$ cat config.mk
export PLATFORM = sky130hd
export DESIGN_NAME = led_palette_command_parser_unit
export DESIGN_NICKNAME = d
export VERILOG_FILES = /design/src/hw/rtl/lpcp_pkg.sv /design/src/hw/rtl/led_palette_command_parser_unit.sv /design/src/hw/rtl/lpcp_ram.sv /design/src/hw/rtl/lpcp_ctrl.sv /design/src/hw/rtl/lpcp_dp.sv
export SDC_FILE = /design/constraint.sdc
export NUM_CORES = 1
export LEC_CHECK = 0
export ABC_AREA = 1
export BUFFER_PORTS_ARGS = -buffer_cell sky130_fd_sc_hd__buf_2
export CAP_MARGIN = 20
export CORE_MARGIN = 5
export CORE_UTILIZATION = 28
export CTS_CLUSTER_DIAMETER = 120
export CTS_CLUSTER_SIZE = 28
export DETAILED_ROUTE_END_ITERATION = 10
export PLACE_DENSITY = 0.47
export SYNTH_ARGS = -nofsm -noshare
export SYNTH_HDL_FRONTEND = slang
export SYNTH_SLANG_ARGS = --single-unit
$ cat constraint.sdc
create_clock -name i_clk -period 2.55 [get_ports i_clk]
set_input_delay 0.255 -clock i_clk [delete_from_list [all_inputs] [get_ports i_clk]]
set_output_delay 0.255 -clock i_clk [all_outputs]
set_load 0.05 [all_outputs]
$ cat src/hw/rtl/lpcp_pkg.sv
`timescale 1ns / 1ps

package lpcp_pkg;

    // Palette capacity requested; the stored depth is capped at 16 (4-bit index)
    localparam int MAX_COLORS = 16;
    localparam int DEPTH      = (MAX_COLORS < 16) ? MAX_COLORS : 16;

    localparam int CMD_W     = 8;
    localparam int ANIM_W    = 8;
    localparam int SIZE_W    = 5;
    localparam int IDX_W     = 4;
    localparam int COLOUR_W  = 24;
    localparam int PAL_SLOTS = 16;
    localparam int OUT_W     = 48;   // 41 packed bits, padded to whole bytes
    localparam int USER_W    = 2;

    localparam logic [ANIM_W-1:0] ANIM_NONE = 8'hFF;

    typedef enum logic [1:0] {
        CMD_END    = 2'b00,
        CMD_START  = 2'b01,
        CMD_PUSH   = 2'b10,
        CMD_COMMIT = 2'b11
    } t_cmd;

    // controller -> datapath
    typedef struct packed {
        logic take;      // input beat accepted
        logic rd_en;     // fetch palette entry at current index
        logic advance;   // result beat taken, more to follow
    } t_dp_cmd;

    // datapath -> controller
    typedef struct packed {
        logic is_end;    // byte on the input is an end command
        logic last;      // current index is the final result of the run
    } t_dp_stat;

endpackage

$ cat src/hw/rtl/led_palette_command_parser_unit.sv
`timescale 1ns / 1ps

// LED palette command parser. One command byte per input beat: bits 7:6 pick
// end (00), start (01), push (10) or commit (11); bits 5:0 are payload. Start
// opens a transaction with a new animation id, push shifts six bits into a
// 24-bit draft colour, commit shifts in six more and stores the draft in a
// 16-entry palette RAM (commits beyond the capacity are dropped and flagged).
// An end byte snapshots and clears the transaction, then streams one result
// beat per stored colour (one beat with color_present low if the palette is
// empty), tlast on the final beat. Start, push and commit bytes are taken as
// they arrive. An end byte is accepted, then each result is a palette RAM
// read followed by the output beat, which waits out any output stall; no
// input is taken while a run is streaming.
module led_palette_command_parser_unit (
    input  logic                          i_clk,
    input  logic                          i_rst_n,
    // s_tdata: [7:0] cmd_byte
    input  logic                          s_tvalid,
    output logic                          s_tready,
    input  logic [lpcp_pkg::CMD_W-1:0]    s_tdata,
    // m_tdata: [7:0] anim_id, [12:8] palette_size, [16:13] color_index,
    //          [40:17] color_value, [47:41] zero
    // m_tuser: [0] color_present, [1] overflowed
    // m_tlast: last_result
    output logic                          m_tvalid,
    input  logic                          m_tready,
    output logic [lpcp_pkg::OUT_W-1:0]    m_tdata,
    output logic [lpcp_pkg::USER_W-1:0]   m_tuser,
    output logic                          m_tlast
);
    import lpcp_pkg::*;

    t_dp_cmd  dp_cmd;
    t_dp_stat dp_stat;

    // sequencer: accept, palette fetch, result beat
    lpcp_ctrl u_ctrl (
        .i_clk      (i_clk),
        .i_rst_n    (i_rst_n),
        .i_s_tvalid (s_tvalid),
        .o_s_tready (s_tready),
        .o_m_tvalid (m_tvalid),
        .i_m_tready (m_tready),
        .i_stat     (dp_stat),
        .o_cmd      (dp_cmd)
    );

    // transaction state, palette RAM and result formatting
    lpcp_dp u_dp (
        .i_clk   (i_clk),
        .i_rst_n (i_rst_n),
        .i_byte  (s_tdata),
        .i_cmd   (dp_cmd),
        .o_stat  (dp_stat),
        .o_data  (m_tdata),
        .o_user  (m_tuser)
    );

    // final beat of the run
    assign m_tlast = dp_stat.last;

endmodule

$ cat src/hw/rtl/lpcp_ram.sv
`timescale 1ns / 1ps

module lpcp_ram #(
    parameter int WIDTH = 24,
    parameter int DEPTH = 16
) (
    input  logic                     i_clk,
    input  logic                     i_we,
    input  logic [$clog2(DEPTH)-1:0] i_waddr,
    input  logic [WIDTH-1:0]         i_wdata,
    input  logic                     i_re,
    input  logic [$clog2(DEPTH)-1:0] i_raddr,
    output logic [WIDTH-1:0]         o_rdata
);

    logic [WIDTH-1:0] r_mem [DEPTH];
    logic [WIDTH-1:0] r_rdata;

    always_ff @(posedge i_clk) begin
        if (i_we) begin
            r_mem[i_waddr] <= i_wdata;
        end
        if (i_re) begin
            r_rdata <= r_mem[i_raddr];
        end
    end

    assign o_rdata = r_rdata;

endmodule

$ cat src/hw/rtl/lpcp_ctrl.sv
`timescale 1ns / 1ps

module lpcp_ctrl (
    input  logic                i_clk,
    input  logic                i_rst_n,
    input  logic                i_s_tvalid,
    output logic                o_s_tready,
    output logic                o_m_tvalid,
    input  logic                i_m_tready,
    input  lpcp_pkg::t_dp_stat  i_stat,
    output lpcp_pkg::t_dp_cmd   o_cmd
);
    import lpcp_pkg::*;

    typedef enum logic [2:0] {
        ST_IDLE = 3'b001,
        ST_READ = 3'b010,
        ST_SEND = 3'b100
    } t_state;

    t_state r_state, n_state;
    logic   s_take;
    logic   m_take;

    assign s_take = (r_state == ST_IDLE) && i_s_tvalid;
    assign m_take = (r_state == ST_SEND) && i_m_tready;

    always_comb begin
        n_state = r_state;
        unique case (r_state)
            ST_IDLE: begin
                if (i_s_tvalid && i_stat.is_end) n_state = ST_READ;
            end
            ST_READ: begin
                n_state = ST_SEND;
            end
            ST_SEND: begin
                if (i_m_tready) n_state = i_stat.last ? ST_IDLE : ST_READ;
            end
            default: n_state = ST_IDLE;
        endcase
    end

    always_ff @(posedge i_clk) begin
        if (!i_rst_n) begin
            r_state <= ST_IDLE;
        end else begin
            r_state <= n_state;
        end
    end

    assign o_s_tready    = (r_state == ST_IDLE);
    assign o_m_tvalid    = (r_state == ST_SEND);
    assign o_cmd.take    = s_take;
    assign o_cmd.rd_en   = (r_state == ST_READ);
    assign o_cmd.advance = m_take && !i_stat.last;

endmodule

$ cat src/hw/rtl/lpcp_dp.sv
`timescale 1ns / 1ps

module lpcp_dp (
    input  logic                          i_clk,
    input  logic                          i_rst_n,
    input  logic [lpcp_pkg::CMD_W-1:0]    i_byte,
    input  lpcp_pkg::t_dp_cmd             i_cmd,
    output lpcp_pkg::t_dp_stat            o_stat,
    output logic [lpcp_pkg::OUT_W-1:0]    o_data,
    output logic [lpcp_pkg::USER_W-1:0]   o_user
);
    import lpcp_pkg::*;

    localparam logic [SIZE_W-1:0] DEPTH_CNT = SIZE_W'(DEPTH);

    logic [ANIM_W-1:0]   r_anim;
    logic [COLOUR_W-1:0] r_draft;
    logic [SIZE_W-1:0]   r_count;
    logic                r_drop;

    // run snapshot, held while the results stream out
    logic [ANIM_W-1:0]   r_snap_anim;
    logic [SIZE_W-1:0]   r_snap_cnt;
    logic                r_snap_drop;
    logic [IDX_W-1:0]    r_idx;

    t_cmd                cmd;
    logic [COLOUR_W-1:0] draft_sh;
    logic                wr_en;
    logic                present;
    logic [COLOUR_W-1:0] rd_data;
    logic [COLOUR_W-1:0] colour;

    assign cmd      = t_cmd'(i_byte[7:6]);
    assign draft_sh = {r_draft[COLOUR_W-7:0], i_byte[5:0]};
    assign wr_en    = i_cmd.take && (cmd == CMD_COMMIT) && (r_count < DEPTH_CNT);

    always_ff @(posedge i_clk) begin
        if (!i_rst_n) begin
            r_anim  <= ANIM_NONE;
            r_draft <= '0;
            r_count <= '0;
            r_drop  <= 1'b0;
        end else if (i_cmd.take) begin
            unique case (cmd)
                CMD_START: begin
                    r_anim  <= {1'b0, i_byte[5:3], 1'b0, i_byte[2:0]};
                    r_draft <= '0;
                    r_count <= '0;
                    r_drop  <= 1'b0;
                end
                CMD_PUSH: begin
                    r_draft <= draft_sh;
                end
                CMD_COMMIT: begin
                    r_draft <= '0;
                    if (r_count < DEPTH_CNT) begin
                        r_count <= r_count + SIZE_W'(1);
                    end else begin
                        r_drop <= 1'b1;
                    end
                end
                CMD_END: begin
                    r_anim  <= ANIM_NONE;
                    r_draft <= '0;
                    r_count <= '0;
                    r_drop  <= 1'b0;
                end
                default: ;
            endcase
        end
    end

    always_ff @(posedge i_clk) begin
        if (i_cmd.take && (cmd == CMD_END)) begin
            r_snap_anim <= r_anim;
            r_snap_cnt  <= r_count;
            r_snap_drop <= r_drop;
            r_idx       <= '0;
        end else if (i_cmd.advance) begin
            r_idx <= r_idx + IDX_W'(1);
        end
    end

    lpcp_ram #(
        .WIDTH (COLOUR_W),
        .DEPTH (PAL_SLOTS)
    ) u_pal (
        .i_clk   (i_clk),
        .i_we    (wr_en),
        .i_waddr (r_count[IDX_W-1:0]),
        .i_wdata (draft_sh),
        .i_re    (i_cmd.rd_en),
        .i_raddr (r_idx),
        .o_rdata (rd_data)
    );

    assign present       = (r_snap_cnt != '0);
    assign colour        = present ? rd_data : '0;
    assign o_stat.is_end = (cmd == CMD_END);
    // empty palette gives a single result
    assign o_stat.last   = (r_snap_cnt <= ({1'b0, r_idx} + SIZE_W'(1)));

    assign o_data = {7'd0, colour, r_idx, r_snap_cnt, r_snap_anim};
    assign o_user = {r_snap_drop, present};

endmodule

==> results.json, run 1 <==
{
  "grt_max_degree": 110,
  "cts_root_buf": "clkbuf_16",
  "finalCritPeriodShare": 0.9783,
  "hold_start": "m_tready",
  "drv_slew": 0,
  "sequentialPowerShare": 0.614,
  "power_density_nw_per_um2": 667.0,
  "synth-seq-area-share": 0.7391,
  "startpoint_type": "flip-flop",
  "place_hpwl_microns": 28370,
  "synth.ff_latch_count": 459,
  "netSwitchingPower_mw": 3.352,
  "rows": 93,
  "cts_tree": "yes",
  "r2r_end": "u_dp.u_pal.r_mem[2][11]",
  "relSlewSlack": 0.3770,
  "start_util": 0.2818,
  "drive_gt1_frac": 0.1120,
  "p_int_mw": 10.25,
  "synth_area_sq_um": 18130,
  "core-area_sq_um": 64350,
  "drt_wl_total_microns": 49860,
  "holdCritPathClass": "in2reg",
  "die_y_microns": 264.5,
  "min_path_cells": 3,
  "power_switching_share": 0.2465,
  "worstRegToRegCells": 8,
  "period_minus_slack_ns": 2.495,
  "clkPwrFrac": 0.289,
  "endpoint_kind": "primary output",
  "ys_types": 31,
  "status": "finished clean",
  "detail_route.wl_per_cell_microns": 20.62,
  "p_leak_nw": 6.946,
  "worst_ep_arrival_time_ns": 2.24,
  "worstSkewPairLatency_ns": 0.55,
  "die_w_microns": 264.5,
  "cts-htree-levels": 1,
  "cap_violations": 0,
  "grt_pass1_wl_microns": 74060,
  "overflow": 0,
  "final_net_count": 1571,
  "synthTopCellsByArea": "edfxtp_1, nand2_1, dfxtp_1",
  "synthFlopType": "edfxtp_1",
  "die_area_sq_um": 69960,
  "hold_viol": 0,
  "synth.avg_cell_area_sq_um": 12.09,
  "clkTransAtPathRegs_ns": 0.10,
  "crit_required_ns": 2.30,
  "antenna_found_initial": 0,
  "cts_sinks": 459,
  "synthCells": 1500,
  "ios": 65,
  "rrSetupSlack_ns": 0.22,
  "diodes": 0,
  "clock_path_buffers": 3,
  "worstSetupPathType": "reg2out",
  "setup_viol": 0,
  "gp_congestion": 0.7635,
  "hold_end": "u_ctrl.r_state[2]",
  "portBuffers": 57,
  "drc": 0,
  "synth_top_cell_by_area": "edfxtp_1",
  "combPwrFrac": 0.098,
  "fin_skew_ns": 0.01243,
  "syn_to_final_growth_pct": 12.45,
  "utilization": 0.3169,
  "ant_nets": 0,
  "tns_ns": 0,
  "cts_buffers": 20,
  "grt_pass1_vias": 11190,
  "synthArstFlopShare": 0,
  "via_per_inst": 4.703,
  "worst_slew_pin_slew_ns": 0.9345,
  "synth_edf_count": 421,
  "reg2reg_from": "u_ctrl.r_state[2]",
  "drtIter0Drc": 1003,
  "drtPass1Iterations": 5,
  "max_freq_mhz": 400.9,
  "rsz0062_at_grt": "yes",
  "vias": 11370,
  "yosys_warnings": 0,
  "synth_top_area_share": 0.6971,
  "peakVddDrop_mv": 0.4625,
  "track_usage": 0.1372,
  "critPathMaxFanout": 7
}
## synthesized netlist by cell type, types with 3 or more instances
master,instances
edfxtp_1,421
nand2_1,339
nor2_1,159
o21ai_0,97
a21oi_1,90
nand3_1,81
inv_1,54
o21ai_1,44
buf_2,38
dfxtp_1,38
clkbuf_1,25
o22ai_1,24
buf_4,17
o211ai_1,16
a31oi_1,15
ha_1,10
buf_1,7
buf_6,4
nand4_1,4
inv_2,3
## metrics by stage
stage	instances	instance area (sq um)	worst slack, ns	power (mW)	hold slack, ns
5_1_grt	2418	20390	-0.04242	14.16	0.02837
6_report	2418	20390	0.05535	13.60	0.04046
2_1_floorplan	1506	18160	0.01649	9.375	0.3539
4_1_cts	2418	20350	0.001108	13.74	0.007142
3_5_place_dp	2380	19690	0.2251	9.843	0.4193
3_3_place_gp	2380	19690	0.2234	9.836	0.4183
## repair_timing
action | 4_1_cts | 5_1_grt
hold buffers | 1 | 0
endpoints found under the hold margin | 3 | 0
resized for setup | 10 | 8
cloned | 0 | 0
setup endpoints to repair | 2 | 3
buffers inserted | 1 | 0
pin swaps | 0 | 1
## state kept, by name, indices dropped and copies added (netlist names)
signal and cells:
u_dp.u_pal.r_mem 384, u_dp.u_pal.o_rdata 24, u_dp.r_draft 18, u_dp.r_anim 7, u_dp.r_snap_anim 7, u_dp.r_count 5, u_dp.r_snap_cnt 5, u_dp.r_idx 4
u_ctrl.r_state 3, u_dp.r_drop 1, u_dp.r_snap_drop 1
## per-layer routing
metal	GRT usage	up-vias	routed length (microns)
met5	0	-	0
met4	0.02238	0	732
met1	0.1961	5721	23190
li1	-	5353	-
met2	0.2306	262	23860
met3	0.01578	37	2078
## critical path: stages, from the launching register on
cell and delay [ns]:
dfxtp_4 0.38, ha_2 0.20, xnor2_2 0.14, ha_1 0.32, nand2_2 0.09, nor2_4 0.15
nand2_2 0.08, nand3_4 0.09, nand2_1 0.08, buf_6 0.15
## area by class of cell
type / count / area, sq um
Fill cell: 6422 / 43960
Clock inverter: 2 / 17.52
Sequential cell: 459 / 13410
Multi-Input combinational cell: 897 / 4237
Inverter: 59 / 226.5
Timing Repair Buffer: 112 / 832.0
Tap cell: 855 / 1070
Clock buffer: 34 / 595.6
## placed cells by master, fill, tap and decap left out, types with 4 or more instances in the layout
| cell | netlist | final |
|---|---|---|
| inv_1 | 54 | 54 |
| nand3_1 | 81 | 80 |
| buf_2 | 38 | 56 |
| nand2_1 | 339 | 334 |
| o211ai_1 | 16 | 16 |
| nor2_1 | 159 | 142 |
| dfxtp_1 | 38 | 35 |
| ha_1 | 10 | 8 |
| nand4_1 | 4 | 4 |
| edfxtp_1 | 421 | 421 |
| clkbuf_16 | 0 | 22 |
| nor2_4 | 0 | 18 |
| o21ai_1 | 44 | 44 |
| o21ai_0 | 97 | 97 |
| nand2_2 | 2 | 7 |
| a21oi_1 | 90 | 89 |
| clkbuf_1 | 25 | 12 |
| buf_12 | 0 | 10 |
| o22ai_1 | 24 | 24 |
| buf_4 | 17 | 44 |
| conb_1 | 1 | 7 |
| a31oi_1 | 15 | 15 |
## power by group through the flow
stage	Sequential [mW]	Combinational [mW]	Clock (mW)
detailed placement	8.52	1.32	0
finish	8.35	1.33	3.92
global route	8.36	1.46	4.33
CTS	8.35	1.33	4.06
global placement	8.52	1.31	0
floorplan	8.54	0.835	0
## worst max path at each step
stage / from / to / slack [ns] / depth (start not counted)
2_1_floorplan: u_dp.r_idx[3] / m_tlast / 0.02 / 9
3_3_place_gp: u_ctrl.r_state[1] / u_dp.u_pal.r_mem[3][21] / 0.22 / 8
3_5_place_dp: u_ctrl.r_state[2] / u_dp.u_pal.r_mem[2][6] / 0.23 / 8
4_1_cts: u_dp.r_idx[0] / m_tlast / 0.001 / 9
5_1_grt: u_dp.r_idx[0] / m_tlast / -0.04 / 9
6_report: u_dp.r_idx[0] / m_tlast / 0.06 / 9
## cells by family after synthesis
group / synth area share
and+or+nand+nor: 0.1297
xor gates and xnor gates: 0.0004830
AOI/OAI and AO/OA: 0.08466
other: 0.0002068
buffers and inverters: 0.03898
adders and majority gates: 0.006899
DFF: 0.7391
Note: power is estimated with default switching activity, not from simulation.
==> run 2, diff against run 1 <==
- GPL_TIMING_DRIVEN: unset -> 0
- MAX_ROUTING_LAYER: unset -> met4
==> run 2 against run 1 <==
Compared with the run above: the run now ends with setup timing left; final area grew 4.2%; clock power grew 2%; global-route usage grew 1.9 points; fmax shrank 4.6%; combinational power grew 14%; sequential power is essentially flat; die area is the same; worst hold slack gained 0.052 ns; core utilization grew 1.3 points; non-clock buffer count grew 81; clock skew grew 0.015 ns.
==> results.json, run 2 (synthesis results as in run 1) <==
{
  "setup_ws_ns": -0.06538,
  "p_int_mw": 10.29,
  "drive_gt1_frac": 0.1470,
  "status": "finished with violations",
  "worst_slew_pin_slew_ns": 0.9252,
  "cts_sinks": 459,
  "antenna_found_initial": 0,
  "cts_root_buf": "clkbuf_16",
  "critPathMaxFanout": 6,
  "drt_wl_total_microns": 56270,
  "overflow": 0,
  "tns_ns": -0.06538,
  "fin_skew_ns": 0.02749,
  "sequentialPowerShare": 0.603,
  "core-area_sq_um": 64350,
  "path_cells": "buf_8 -> inv_6 -> buf_12 -> o21ai_4 -> nand2_4 -> ha_4 -> nand2_4 -> nor2_4 -> nand2_2 -> nand3_4 -> nand2_2 -> buf_6",
  "diodes": 0,
  "die_y_microns": 264.5,
  "clock_path_buffers": 3,
  "detail_route.wl_per_cell_microns": 22.44,
  "post-place-ws_ns": -0.4824,
  "place_hpwl_microns": 36260,
  "layout_common_cells": "edfxtp_1, nand2_1, nor2_1",
  "clkPwrFrac": 0.288,
  "worstRegToRegCells": 9,
  "setup_viol": 1,
  "grt_max_degree": 30,
  "rrSetupSlack_ns": 0.13,
  "grt_pass1_wl_microns": 79700,
  "peakVddDrop_mv": 0.4571,
  "gp_congestion": 0.7994,
  "drv_slew": 0,
  "period_minus_slack_ns": 2.615,
  "via_per_inst": 4.797,
  "r2r_end": "u_dp.u_pal.o_rdata[10]",
  "top_register": "u_dp.u_pal.r_mem",
  "crit_required_ns": 2.30,
  "cts-htree-levels": 1,
  "utilization": 0.3301,
  "power_switching_share": 0.2570,
  "holdCritPathClass": "in2reg",
  "reg2reg_from": "u_dp.r_idx[0]",
  "stdcell_count": 2508,
  "cts_tree": "yes",
  "max_freq_mhz": 382.4,
  "netSwitchingPower_mw": 3.561,
  "track_usage": 0.1565,
  "endpoint_kind": "primary output",
  "worstSkewPairLatency_ns": 0.57,
  "drtIter0Drc": 1085,
  "p_leak_nw": 7.296,
  "final_net_count": 1661,
  "vias": 12030,
  "crit_end": "m_tlast",
  "ant_nets": 0,
  "clkTransAtPathRegs_ns": 0.12,
  "start_util": 0.2818,
  "crit_path_max_incr_delay_ns": 0.42,
  "power_density_nw_per_um2": 652.2,
  "largest_reg_flops": 384,
  "drc": 0,
  "die_w_microns": 264.5,
  "portBuffers": 57,
  "finalCritPeriodShare": 1.026,
  "syn_to_final_growth_pct": 17.14,
  "worst_ep_arrival_time_ns": 2.36,
  "drtPass1Iterations": 5,
  "die_area_sq_um": 69960,
  "hold_viol": 0,
  "cap_violations": 0,
  "cts_buffers": 20,
  "worstSetupPathType": "reg2out",
  "dp.cells": 2426,
  "rows": 93,
  "violations": "setup timing",
  "crit_path_top_delay_cell": "dfxtp_4",
  "rsz0062_at_grt": "yes",
  "final_common_cell": "edfxtp_1",
  "startpoint_type": "flip-flop",
  "ios": 65,
  "crit_start": "u_dp.r_idx[0]",
  "relSlewSlack": 0.3824,
  "grt_pass1_vias": 11550,
  "combPwrFrac": 0.109
}
-- run 2: changes by cell type in the layout (fill, tap and decap cells not counted), moves of 4 or more --
cell	previous run	this run
buf_6	1	9
buf_8	0	4
buf_4	44	32
nand2_1	334	329
buf_12	10	25
buf_1	0	6
buf_2	56	89
nor2_4	18	26
clkbuf_1	12	35
-- run 2: how the worst min path moves through the flow --
stage,end,slack (ns),cells after the start,startpoint
floorplan,u_dp.u_pal.r_mem[0][0],0.35,0,s_tdata[0]
global placement,u_dp.r_snap_anim[5],0.42,0,u_dp.r_anim[5]
detailed placement,u_dp.r_snap_anim[1],0.41,0,u_dp.r_anim[1]
CTS,u_dp.r_drop,0.04,4,s_tdata[6]
global route,u_dp.r_drop,0.08,4,s_tdata[6]
finish,u_dp.r_drop,0.09,4,s_tdata[6]
-- run 2: metrics by stage --
step	hold slack [ns]	cell area, sq um	power [mW]
2_1_floorplan	0.3539	18160	9.375
3_3_place_gp	0.4171	19510	9.919
3_5_place_dp	0.4149	19800	9.946
4_1_cts	0.03587	20660	13.89
5_1_grt	0.08291	21240	14.33
6_report	0.09241	21240	13.85
-- run 2: power groups by stage --
stage                     logic (mW)  registers (mW)  clock network (mW)
final                           1.51            8.35                3.99
after global routing            1.64            8.36                4.33
after CTS                       1.47            8.35                4.07
after detailed placement        1.42            8.53                   0
after global placement          1.39            8.53                   0
after floorplan                0.835            8.54                   0
-- run 2: repair_timing --
| item | in CTS | in global routing |
|---|---|---|
| pin swaps | 6 | 23 |
| gates resized for setup | 41 | 39 |
| hold buffers | 3 | 0 |
| cloned | 1 | 8 |
| setup endpoints to repair | 247 | 316 |
| setup buffers | 9 | 26 |
| hold endpoints to repair | 4 | 0 |
-- run 2: layer usage --
metal  vias up  global-route usage  wire length, microns
li1       5540                   -                     -
met1      6087              0.2131                 25320
met2       346              0.2509                 26330
met3        57             0.02209                  3326
met4         0             0.03636                  1298
met5         -                   -                     0
-- run 2: layout make-up --
cell class | count | area [sq um]
multi-input combinational | 906 | 4395
timing repair buffer | 103 | 963.4
fill | 6432 | 43110
clock inverter | 1 | 16.27
sequential | 459 | 13410
clock buffer | 35 | 588.1
buffer | 90 | 561.8
inverter | 59 | 234.0
tap | 855 | 1070
-- run 2: critical path: cells and delay by family (launching register included) --
kind / cells / cell delay (ns)
adder cells (fa/ha/maj): 1 / 0.29
AND/OR/NAND/NOR: 6 / 0.47
AO/OA/AOI/OAI: 1 / 0.13
buffers and inverters: 4 / 0.47
flip-flops: 1 / 0.42
==> run 3, diff against run 2 <==
- BUFFER_PORTS_ARGS: -buffer_cell sky130_fd_sc_hd__buf_2 -> -buffer_cell sky130_fd_sc_hd__buf_4
- PLACE_DENSITY: 0.47 -> 0.53
==> run 3 against run 2 <==
Compared with the run above: the flow still finishes with violations (setup timing); worst hold slack got worse by 0.051 ns; sequential cell count is the same; critical path depth decreased by 2; cell count down 1.4%; register-to-register slack got worse by 0.21 ns; fmax shrank 0.46%; clock power fell by 3%; final area down 2.2%; die area unchanged; critical path type unchanged; highest routed layer unchanged.
==> results.json, run 3 (synthesis results as in run 1) <==
{
  "status": "finished with violations",
  "violations": "setup timing",
  "startpoint_type": "flip-flop",
  "period_minus_slack_ns": 2.628,
  "hold_end": "u_ctrl.r_state[2]",
  "crit_path_top_delay_cell": "dfxtp_1",
  "overflow": 0,
  "p_leak_nw": 7.156,
  "rows": 93,
  "cp_top_family": "buffers and inverters",
  "diodes": 0,
  "worstRegToRegCells": 7,
  "cap_violations": 0,
  "ios": 65,
  "grt_pass1_vias": 11320,
  "path_cells": "buf_6 -> buf_6 -> nand3_1 -> ha_1 -> nand2_1 -> inv_1 -> nand2_1 -> nand3_4 -> nand2_2 -> buf_6",
  "rrSetupSlack_ns": -0.08,
  "cp_common_cell": "buf_6",
  "die_w_microns": 264.5,
  "final_net_count": 1626,
  "place_area_sq_um": 19930,
  "detail_route.wl_per_cell_microns": 20.99,
  "drc": 0,
  "fill_cells": 6407,
  "worstSetupPathType": "reg2out",
  "setup_viol": 172,
  "min_path_cells": 3,
  "relSlewSlack": 0.3642,
  "hold_viol": 0,
  "post-place-ws_ns": -0.3522,
  "reg2reg_from": "u_ctrl.r_state[1]",
  "clock_path_buffers": 3,
  "rsz0062_at_grt": "yes",
  "via_per_inst": 4.762,
  "endpoint_kind": "primary output",
  "vias": 11780,
  "cts_root_buf": "clkbuf_16",
  "critPathMaxFanout": 10,
  "hold_start": "m_tready",
  "worstSkewPairLatency_ns": 0.56,
  "setup_ws_ns": -0.07755,
  "track_usage": 0.1476,
  "antenna_found_initial": 0,
  "worst_ep_arrival_time_ns": 2.37,
  "portBuffers": 57,
  "layout_common_cells": "edfxtp_1, nand2_1, nor2_1",
  "cts_tree": "yes",
  "drt_wl_total_microns": 51920,
  "finish.instance_area_sq_um": 20780,
  "crit_required_ns": 2.30,
  "cts_buffers": 20,
  "grt_max_degree": 30,
  "top_register": "u_dp.u_pal.r_mem",
  "start_util": 0.2818,
  "fin_skew_ns": 0.02169,
  "tns_ns": -6.369,
  "place_hpwl_microns": 34900,
  "worst_slew_pin_slew_ns": 0.9515,
  "die_y_microns": 264.5,
  "cts-htree-levels": 1,
  "crit_buf_inv": 4,
  "peakVddDrop_mv": 0.4762,
  "cts_sinks": 459,
  "power_density_nw_per_um2": 659.1,
  "largest_reg_flops": 384,
  "grt_pass1_wl_microns": 75600,
  "syn_to_final_growth_pct": 14.59,
  "crit_path_max_incr_delay_ns": 0.41,
  "holdCritPathClass": "in2reg",
  "gp_congestion": 0.8715,
  "core-area_sq_um": 64350,
  "clkTransAtPathRegs_ns": 0.11,
  "max_freq_mhz": 380.6,
  "ant_nets": 0,
  "drv_slew": 0,
  "drtPass1Iterations": 5,
  "final_common_cell": "edfxtp_1",
  "power_mw": 13.70,
  "drive_gt1_frac": 0.1230,
  "die_area_sq_um": 69960,
  "r2r_end": "u_dp.u_pal.r_mem[0][16]",
  "finalCritPeriodShare": 1.030,
  "drtIter0Drc": 1011
}
[run 3: metrics by stage]
step | util | hold slack [ns] | cells
finish | 0.3229 | 0.04119 | 2473
floorplan | - | 0.3539 | 1506
global route | 0.3229 | 0.02684 | 2473
CTS | 0.3227 | 0.007570 | 2473
detailed placement | 0.3098 | 0.4160 | 2427
global placement | 0.3055 | 0.4192 | 2418
[run 3: repair_timing]
item | 4_1_cts | 5_1_grt
hold buffers | 1 | 0
buffers inserted | 9 | 0
setup endpoints to repair | 241 | 227
resized for setup | 48 | 3
hold endpoints to repair | 3 | 0
pin swaps | 7 | 0
[run 3: routing by layer]
metal	GRT usage	share of wire	vias up
li1	-	-	5465
met1	0.1969	0.44	5895
met2	0.2371	0.47	351
met3	0.01828	0.054	65
met4	0.04699	0.035	0
met5	-	0	-
[run 3: area by class of cell]
| type | count | area, sq um | area share |
|---|---|---|---|
| repair buffers | 76 | 685.7 | 0.03300 |
| clock inverters | 2 | 20.02 | 0.0009634 |
| plain buffers | 91 | 558.0 | 0.02685 |
| well taps | 855 | 1070 | 0.05148 |
| clock buffers | 34 | 574.3 | 0.02764 |
| multi-input cells | 897 | 4227 | 0.2034 |
| flip-flops and latches | 459 | 13410 | 0.6454 |
| inverters | 59 | 234.0 | 0.01126 |
[run 3: worst max-delay path by stage]
stage | from | endpoint | cells after the start
floorplan | u_dp.r_idx[3] | m_tlast | 9
global route | u_ctrl.r_state[1] | u_dp.u_pal.r_mem[10][4] | 7
global placement | u_ctrl.r_state[1] | u_dp.u_pal.r_mem[8][11] | 7
CTS | u_ctrl.r_state[1] | u_dp.u_pal.r_mem[15][11] | 7
detailed placement | u_dp.r_idx[1] | m_tlast | 11
finish | u_dp.r_idx[3] | m_tlast | 10
[run 3: report_power, final]
group | switching (mW) | internal (mW) | leakage [nW]
combinational | 1.06 | 0.405 | 2.95
sequential | 0.0742 | 8.28 | 3.92
clock | 2.29 | 1.58 | 0.283
[run 3: worst reg2reg max path, cell delays in order, from the launching register on]
cell	delay, ns
dfxtp_1	0.33
inv_1	0.07
nand3_2	0.11
nor2_2	0.18
inv_1	0.07
nor2_1	0.30
nand2_1	0.37
nor2_4	0.81
